File: config.mk
export PLATFORM = sky130hd
export DESIGN_NAME = lba_to_chs_translate
export DESIGN_NICKNAME = d
export VERILOG_FILES = /design/src/lba2chs_pkg.sv /design/src/lba_to_chs_translate.sv /design/src/lba2chs_cfg.sv /design/src/lba2chs_stage.sv
export SDC_FILE = /design/constraint.sdc
export NUM_CORES = 2
export LEC_CHECK = 0
export ABC_AREA = 1
export BUFFER_PORTS_ARGS = -buffer_cell sky130_fd_sc_hd__buf_2
export CORE_MARGIN = 2
export CORE_UTILIZATION = 50
export CTS_CLUSTER_SIZE = 10
export DETAILED_ROUTE_END_ITERATION = 8
export MAX_ROUTING_LAYER = met4
export PLACE_DENSITY = 0.66
export SLEW_MARGIN = 20
export SYNTH_ARGS = -nofsm -noshare
export SYNTH_HDL_FRONTEND = slang
export SYNTH_SLANG_ARGS = --single-unit
export TNS_END_PERCENT = 50
File: constraint.sdc
create_clock -name clk -period 19.9 [get_ports clk]
set_input_delay 2.985 -clock clk [delete_from_list [all_inputs] [get_ports clk]]
set_output_delay 2.985 -clock clk [all_outputs]
set_load 0.03 [all_outputs]
File: src/lba2chs_pkg.sv
// shared types and constants for the lba to chs translation pipeline
// no dependencies; used by every module under src
`default_nettype none

package lba2chs_pkg;

  localparam int unsigned ADDR_W          = 32;
  localparam int unsigned DIV_W           = 9;   // divisor and remainder width
  localparam int unsigned SPT_W           = 6;
  localparam int unsigned HEADS_W         = 9;
  localparam int unsigned CYL_W           = 16;
  localparam int unsigned HEAD_W          = 8;
  localparam int unsigned CFG_DATA_W      = 9;
  localparam int unsigned STEPS_PER_STAGE = 4;
  localparam int unsigned STAGES_PER_DIV  = ADDR_W / STEPS_PER_STAGE;
  localparam int unsigned NUM_STAGES      = 2 * STAGES_PER_DIV;

  localparam logic [SPT_W-1:0]   SPT_RESET   = 6'd63;
  localparam logic [HEADS_W-1:0] HEADS_RESET = 9'd16;
  localparam logic [HEADS_W-1:0] HEADS_MAX   = 9'd256;

  typedef enum logic [0:0] {
    REG_SPT   = 1'b0,
    REG_HEADS = 1'b1
  } cfg_reg_t;

  // divisors as the pipeline sees them, zero and out-of-range values fixed up
  typedef struct packed {
    logic [DIV_W-1:0] spt_div;
    logic [DIV_W-1:0] heads_div;
  } div_cfg_t;

  // one item in flight: dividend shifting out, quotient shifting in
  typedef struct packed {
    logic [ADDR_W-1:0] num;
    logic [DIV_W-1:0]  rem;
    logic [SPT_W-1:0]  sector;
  } item_t;

endpackage

`default_nettype wire

File: src/lba_to_chs_translate.sv
// lba to chs translation: two pipelined dividers, address by sectors per
// track, then track index by head count, four quotient bits per stage.
// one transfer per cycle while the output is not stalled.
// each stage holds its item under output stall and bubbles close up.
// reset empties the pipeline and loads 63 sectors per track and 16 heads.
`default_nettype none

module lba_to_chs_translate (
  input  wire logic                                clk,
  input  wire logic                                rst,
  input  wire logic                                cfg_write,
  input  wire logic [0:0]                          cfg_index,
  input  wire logic [lba2chs_pkg::CFG_DATA_W-1:0]  cfg_data,
  input  wire logic                                in_valid,
  output logic                                     in_stall,
  input  wire logic [lba2chs_pkg::ADDR_W-1:0]      block_address,
  output logic                                     out_valid,
  input  wire logic                                out_stall,
  output logic [lba2chs_pkg::CYL_W-1:0]            cylinder,
  output logic [lba2chs_pkg::HEAD_W-1:0]           head,
  output logic [lba2chs_pkg::SPT_W-1:0]            sector,
  output logic                                     cylinder_overflow
);

  localparam int unsigned N   = lba2chs_pkg::NUM_STAGES;
  localparam int unsigned MID = lba2chs_pkg::STAGES_PER_DIV;

  lba2chs_pkg::div_cfg_t div_cfg;
  lba2chs_pkg::item_t    pipe_item  [N+1];
  logic                  pipe_valid [N+1];
  logic                  pipe_ready [N+1];
  lba2chs_pkg::item_t    mid_item;

  lba2chs_cfg u_cfg (
    .clk       (clk),
    .rst       (rst),
    .cfg_write (cfg_write),
    .cfg_index (cfg_index),
    .cfg_data  (cfg_data),
    .div_cfg   (div_cfg)
  );

  assign pipe_valid[0]       = in_valid;
  assign pipe_item[0].num    = block_address;
  assign pipe_item[0].rem    = '0;
  assign pipe_item[0].sector = '0;
  assign in_stall            = !pipe_ready[0];

  // first quotient is the track index; its remainder gives the sector
  assign mid_item.num    = pipe_item[MID].num;
  assign mid_item.rem    = '0;
  assign mid_item.sector = pipe_item[MID].rem[lba2chs_pkg::SPT_W-1:0]
                           + lba2chs_pkg::SPT_W'(1);

  for (genvar k = 0; k < N; k++) begin : g_stage
    lba2chs_pkg::item_t       stage_in;
    logic [lba2chs_pkg::DIV_W-1:0] stage_div;

    if (k == MID) begin : g_mid
      assign stage_in = mid_item;
    end else begin : g_pass
      assign stage_in = pipe_item[k];
    end

    if (k < MID) begin : g_spt
      assign stage_div = div_cfg.spt_div;
    end else begin : g_heads
      assign stage_div = div_cfg.heads_div;
    end

    lba2chs_stage u_stage (
      .clk      (clk),
      .rst      (rst),
      .divisor  (stage_div),
      .up_valid (pipe_valid[k]),
      .up_item  (stage_in),
      .up_ready (pipe_ready[k]),
      .dn_valid (pipe_valid[k+1]),
      .dn_item  (pipe_item[k+1]),
      .dn_ready (pipe_ready[k+1])
    );
  end

  assign pipe_ready[N]     = !out_stall;
  assign out_valid         = pipe_valid[N];
  assign cylinder          = pipe_item[N].num[lba2chs_pkg::CYL_W-1:0];
  assign cylinder_overflow = |pipe_item[N].num[lba2chs_pkg::ADDR_W-1:lba2chs_pkg::CYL_W];
  assign head              = pipe_item[N].rem[lba2chs_pkg::HEAD_W-1:0];
  assign sector            = pipe_item[N].sector;

endmodule

`default_nettype wire

File: src/lba2chs_cfg.sv
// geometry registers and divisor fix-up for the lba to chs pipeline
// depends on lba2chs_pkg
`default_nettype none

module lba2chs_cfg (
  input  wire logic                                 clk,
  input  wire logic                                 rst,
  input  wire logic                                 cfg_write,
  input  wire logic [0:0]                           cfg_index,
  input  wire logic [lba2chs_pkg::CFG_DATA_W-1:0]   cfg_data,
  output lba2chs_pkg::div_cfg_t                     div_cfg
);

  logic [lba2chs_pkg::SPT_W-1:0]   spt;
  logic [lba2chs_pkg::HEADS_W-1:0] heads;

  always_ff @(posedge clk) begin
    if (rst) begin
      spt   <= lba2chs_pkg::SPT_RESET;
      heads <= lba2chs_pkg::HEADS_RESET;
    end else if (cfg_write) begin
      unique case (lba2chs_pkg::cfg_reg_t'(cfg_index))
        lba2chs_pkg::REG_SPT:   spt   <= cfg_data[lba2chs_pkg::SPT_W-1:0];
        lba2chs_pkg::REG_HEADS: heads <= cfg_data[lba2chs_pkg::HEADS_W-1:0];
        default: ;
      endcase
    end
  end

  always_comb begin
    if (spt == '0) begin
      div_cfg.spt_div = lba2chs_pkg::DIV_W'(1);
    end else begin
      div_cfg.spt_div = lba2chs_pkg::DIV_W'(spt);
    end
    if (heads == '0) begin
      div_cfg.heads_div = lba2chs_pkg::DIV_W'(1);
    end else if (heads > lba2chs_pkg::HEADS_MAX) begin
      div_cfg.heads_div = lba2chs_pkg::HEADS_MAX;
    end else begin
      div_cfg.heads_div = heads;
    end
  end

endmodule

`default_nettype wire

File: src/lba2chs_stage.sv
// one pipeline stage: STEPS_PER_STAGE restoring-division steps and a holding register
// depends on lba2chs_pkg
`default_nettype none

module lba2chs_stage (
  input  wire logic                              clk,
  input  wire logic                              rst,
  input  wire logic [lba2chs_pkg::DIV_W-1:0]     divisor,
  input  wire logic                              up_valid,
  input  wire lba2chs_pkg::item_t                up_item,
  output logic                                   up_ready,
  output logic                                   dn_valid,
  output lba2chs_pkg::item_t                     dn_item,
  input  wire logic                              dn_ready
);

  lba2chs_pkg::item_t item_next;

  always_comb begin
    logic [lba2chs_pkg::DIV_W:0] trial;
    logic                        ge;
    item_next = up_item;
    for (int i = 0; i < int'(lba2chs_pkg::STEPS_PER_STAGE); i++) begin
      trial = {item_next.rem, item_next.num[lba2chs_pkg::ADDR_W-1]};
      ge    = (trial >= {1'b0, divisor});
      if (ge) begin
        trial = trial - {1'b0, divisor};
      end
      item_next.rem = trial[lba2chs_pkg::DIV_W-1:0];
      item_next.num = {item_next.num[lba2chs_pkg::ADDR_W-2:0], ge};
    end
  end

  // register empties or moves on in the same cycle
  assign up_ready = !dn_valid || dn_ready;

  always_ff @(posedge clk) begin
    if (rst) begin
      dn_valid <= 1'b0;
    end else if (up_ready) begin
      dn_valid <= up_valid;
    end
  end

  always_ff @(posedge clk) begin
    if (up_ready && up_valid) begin
      dn_item <= item_next;
    end
  end

endmodule

`default_nettype wire
Word level (Yosys, flattened, before mapping):

Index checks and enable logic that the tools add are counted.

* output and inout bits: 33
* flip-flop bits (word level): 731

* reduce and logical (&&, ||, !) cells: 55
* $add $sub $neg: 65
* muxes and demuxes: 67
* bitwise operators: 1
* order comparisons: 65

Operator list (count)
* $mux W9: 64
* $ge A10 B6 Y1: 31
* $ge A10 B9 Y1: 31
* $sub A9 B6 Y9: 30
* $sub A9 B9 Y9: 30
* $logic_not A1 Y1: 18
* $logic_and A1 B1 Y1: 16
* $logic_or A1 B1 Y1: 16
* $reduce_or A16 Y1: 1
* $mux W6: 2
* $ge A1 B9 Y1: 1
* $gt A9 B9 Y1 const B: 1
* $logic_not A9 Y1: 1
* $sub A1 B9 Y9: 1
* $mux W8: 1
* $sub A8 B8 Y8: 1
* $sub A1 B6 Y7: 1
* $add A6 B1 Y6 const B: 1
* $ge A1 B6 Y1: 1
* $logic_not A6 Y1: 1
* $sub A6 B6 Y6: 1
* $reduce_and A2 Y1: 2
* $not A1 Y1: 1

Logic depth before layout (Yosys ltp):

* word-level depth: 18
* depth in mapped cells: 55
* depth with buffers taken out: 51

Modules after synthesis:

A second synthesis with hierarchy kept.

* cells, all modules: 6896
* area, all modules: 59843.6 sq um

Modules (own cells, without submodules)
* lba2chs_stage at g_stage[0].u_stage ...: seq. area each 1431.4 sq um, area each 3691.0 sq um, times used 6, cells each 420
* lba2chs_stage at g_stage[15].u_stage ...: seq. area each 1431.4 sq um, area each 3658.5 sq um, times used 6, cells each 425
* lba2chs_stage at g_stage[3].u_stage: seq. area each 1431.4 sq um, area each 3756.1 sq um, times used 1, cells each 418
* lba2chs_stage at g_stage[14].u_stage: seq. area each 1431.4 sq um, area each 3751.1 sq um, times used 1, cells each 420
* lba2chs_stage at g_stage[9].u_stage: seq. area each 1431.4 sq um, area each 3731.1 sq um, times used 1, cells each 429
* lba2chs_stage at g_stage[5].u_stage: seq. area each 1431.4 sq um, area each 3643.5 sq um, times used 1, cells each 424
* lba2chs_cfg: seq. area each 300.3 sq um, area each 700.7 sq um, times used 1, cells each 100
* lba_to_chs_translate: seq. area each 0.0 sq um, area each 163.9 sq um, times used 1, cells each 35

Worst setup path before layout:

OpenSTA, ideal clock, no wires.

* kind: register -> register
* start: register u_cfg.heads[1] in the netlist's numbering
* end: register g_stage[13].u_stage.dn_item[8] in the netlist's numbering (data pin)
* path slack: 9.813 ns
* data required time: 19.646 ns
* cell stages (with the launch flop): 50
* library setup time: 0.254 ns
* period minus slack after synthesis: 10.087 ns
* data arrival time: 9.833 ns
* path through: dfxtp_1 > or2_1 > nand3b_4 > o31ai_1 > ha_1 > inv_1 > fa_1 > nand3_1 > nand2_1 > inv_1 > nor2_1 > nor3_1 > o21a_2 > clkbuf_1 > or2_2 > o21ai_0 > inv_1 > fa_1 > [... 14 more ...] > a221oi_1 > o211ai_2 > inv_1 > buf_2 > nand2_1 > o21ai_0 > ha_1 > nand2_1 > inv_1 > a221o_1 > nand2_1 > nand3_1 > a21oi_1 > a21boi_2 > nand2_1 > buf_4 > nand2_1 > nand2_1

RTL lines
* from (decl): line lba2chs_cfg.sv:15 `logic [lba2chs_pkg::HEADS_W-1:0] heads;`
* from (signal assigned): line lba2chs_cfg.sv:20 `heads <= lba2chs_pkg::HEADS_RESET;`
* from (signal assigned): line lba2chs_cfg.sv:24 `lba2chs_pkg::REG_HEADS: heads <= cfg_data[lba2chs_pkg::HEADS_W-1:0];`
* to (signal assigned): line lba2chs_stage.sv:47 `dn_item <= item_next;`
* to (decl): line lba2chs_stage.sv:13 `output lba2chs_pkg::item_t dn_item,`

==> results.sh <==
export IMPL_fp_coreArea_um2=98300
export IMPL_dpl_cell_area_um2=51500
export IMPL_ios=80
export IMPL_cts_setup_buffers=0
export IMPL_post_route_drc_count=0
export IMPL_critPathTopFamily="compound AO/OA/AOI/OAI gates"
export IMPL_finClkSkew_ns=0.0261
export IMPL_total_power_mw=7.75
export IMPL_fp_dieW_um=319
export IMPL_rrSetupSlack_ns=9.83
export IMPL_path_class="reg2reg"
export IMPL_layout_min_cycle_time_ns=10.07
export IMPL_fp_dieH_um=319
export IMPL_r2r_start="u_cfg.heads[1]"
export IMPL_yosysWarnings=0
export IMPL_start_util_pct=50.4
export IMPL_rows=115
export IMPL_tns_ns=0
export IMPL_cts_tree="yes"
export IMPL_maxSlewHeadroom_pct=32.1
export IMPL_die_area_um2=102000
export IMPL_dpl_hpwl_um=77100
export IMPL_min_from="g_stage[7].u_stage.dn_item[34]"
export IMPL_maxSlewViolCount=0
export IMPL_max_cap_viol_count=0
export IMPL_worst_path_most_repeated_cell="nand2_1"
export IMPL_worstPathArrival_ns=10.59
export IMPL_gr_total_overflow=0
export IMPL_fmax_ghz=0.0993
export IMPL_hold_class="reg2reg"
export IMPL_rsz0062_at_grt="false"
export IMPL_dr_first_iter_drc_count=1819
export IMPL_pwr_share_clk_pct=19.3
export IMPL_startpoint="u_cfg.heads[1]"
export IMPL_cts_root_buffer="clkbuf_16"
export IMPL_routed_via_count=36418
export IMPL_ys_seq_elements=731
export IMPL_finalWorstSetupSlack_ns=9.83
export IMPL_post_route_period_util_pct=50.6
export IMPL_antenna_cells=0
export IMPL_gp_congestion=0.905
export IMPL_p_comb_share_pct=55.4
export IMPL_synth_area_um2=49500
export IMPL_sequentialPowerShare_pct=25.4
export IMPL_portBuffers=79
export IMPL_routedWlPerCell_um=15.2
export IMPL_drtAntennaViolNets=0
export IMPL_cp_slowest_stage_delay_ns=0.52
export IMPL_ir_drop_mv=0.0788
export IMPL_power_switching_mw=3.34
export IMPL_swShare_pct=43.1
export IMPL_power_density_nw_per_um2=143
export IMPL_outcome="finished, final reports clean"
export IMPL_clk_path_buf_depth=3
export IMPL_critPathBufInv=6
export IMPL_antenna_found_initial=0
export IMPL_grt_usage_pct=21.3
export IMPL_crit_fanout=20
export IMPL_ys_seq_area_share_pct=43.7
export IMPL_p_int_mw=4.41
export IMPL_finalInstanceArea_um2=54100
export IMPL_p_leak_nw=23.6
export IMPL_numCtsBuffers=89
export IMPL_firstDrtPassIters=6
export IMPL_grt_pass1_vias=35576
export IMPL_grt_first_pass_wirelength_um=173000
export IMPL_avgSynthCellArea_um2=9.18
export IMPL_syn_num_nets=5974
export IMPL_clk_pin_slew_ns=0.06
export IMPL_final_cell_mix="nand2_1, edfxtp_1, inv_1, ha_1, a21oi_1"
export IMPL_via_per_inst=5.30
export IMPL_clkSinkCount=731
export IMPL_area_delta_synth_final_pct=9.18
export IMPL_pre_cts_ws_ns=9.83
export IMPL_totalWireLength_um=105000
export IMPL_synth_cell_types=62
export IMPL_post_cts_resize_count=0
export IMPL_critPathSlowestCell="a21boi_1"
export IMPL_final_nets=6110
export IMPL_drive_gt1_share_pct=8.24
export IMPL_tightestPinTransition_ns=1.02
export IMPL_final_common_cell="nand2_1"
export IMPL_synthCells=5395
export IMPL_crit_path_end_kind="register"
export IMPL_grt_max_degree=48
export IMPL_setup_viol=0
export IMPL_startpoint_type="register"
export IMPL_cts_hold_buf=0
export IMPL_worstPathRequired_ns=20.42
export IMPL_hold_viol=0
export IMPL_htreeDepth=3
export IMPL_clk_latency_ns=0.67
power groups by stage:
stage          Combinational, mW  Clock [mW]  Sequential, mW
2_1_floorplan               3.52           0            1.99
3_3_place_gp                4.19           0            2.00
3_5_place_dp                4.27           0            2.00
4_1_cts                     4.29        1.54            1.97
5_1_grt                     4.94        1.59            1.97
6_report                    4.29        1.49            1.97
cells by family (layout without fill, tap and decap cells):
| group | Yosys count | count (layout) | share of synthesized area [%] |
|---|---|---|---|
| AOI/OAI and AO/OA | 885 | 885 | 9.86 |
| xor gates and xnor gates | 331 | 331 | 5.85 |
| adders and majority gates | 532 | 532 | 14.4 |
| buffers and inverters | 706 | 891 | 5.80 |
| DFF | 731 | 731 | 43.7 |
| and+or+nand+nor | 2210 | 2210 | 20.4 |
Yosys cell counts, drive strengths merged:
cell / number / share of area, %
a31oi: 19 / 0.24
o31ai: 1 / 0.015
o211ai: 19 / 0.30
nor4: 10 / 0.13
clkbuf: 10 / 0.078
and2: 6 / 0.081
a21oi: 368 / 3.8
fa: 62 / 2.5
a21boi: 8 / 0.14
o21bai: 30 / 0.45
nand3: 370 / 4.1
a211o: 1 / 0.018
a311oi: 2 / 0.035
o21a: 16 / 0.24
xnor2: 116 / 2.1
o221ai: 3 / 0.053
a211oi: 3 / 0.045
nand3b: 29 / 0.50
inv: 629 / 4.8
edfxtp: 700 / 42
a221o: 6 / 0.12
buf: 67 / 0.95
nor3b: 1 / 0.015
nor3: 54 / 0.56
ha: 470 / 12
a21o: 16 / 0.24
dfxtp: 31 / 1.3
nor2: 269 / 2.7
a221oi: 23 / 0.41
or2: 32 / 0.40
nand4: 71 / 1.0
o21ai: 370 / 3.8
xor2: 215 / 3.8
nand2: 1368 / 11
stage by stage:
stage / utilization, % / cells / hold slack (ns)
2_1_floorplan: - / 5395 / 0.400
3_3_place_gp: 52.4 / 6727 / 0.400
3_5_place_dp: 52.4 / 6727 / 0.405
4_1_cts: 55.0 / 6867 / 0.399
5_1_grt: 55.0 / 6867 / 0.410
6_report: 55.0 / 6867 / 0.398
worst paths after layout:
| path | endpoint | cells past startpoint |
|---|---|---|
| worst max-delay path | g_stage[14].u_stage.dn_item[14] | 46 |
| worst min-delay path | g_stage[8].u_stage.dn_item[38] | 0 |
| worst min register to register | g_stage[8].u_stage.dn_item[38] | 0 |
| worst max register to register | g_stage[14].u_stage.dn_item[14] | 46 |
per-layer routing:
layer	GRT usage, %	wire (um)	up-vias
met5	-	0	-
met4	7.76	3570	0
met3	2.29	3230	238
met2	37.1	52000	632
met1	25.5	45800	16762
li1	-	-	18786
flip-flops by register name (all words and copies together) (netlist names):
signal,count
g_stage.u_stage.dn_valid,16
u_cfg.spt,6
g_stage.u_stage.dn_item,700
u_cfg.heads,9
layout make-up:
class	instances	area, um^2
Sequential cell	731	21600
Tap cell	1287	1610
Fill cell	8802	44200
Clock buffer	119	2400
Timing Repair Buffer	122	718
Clock inverter	21	226
Inverter	629	2370
Multi-Input combinational cell	3958	25100
(Power assumes the default switching activity.)
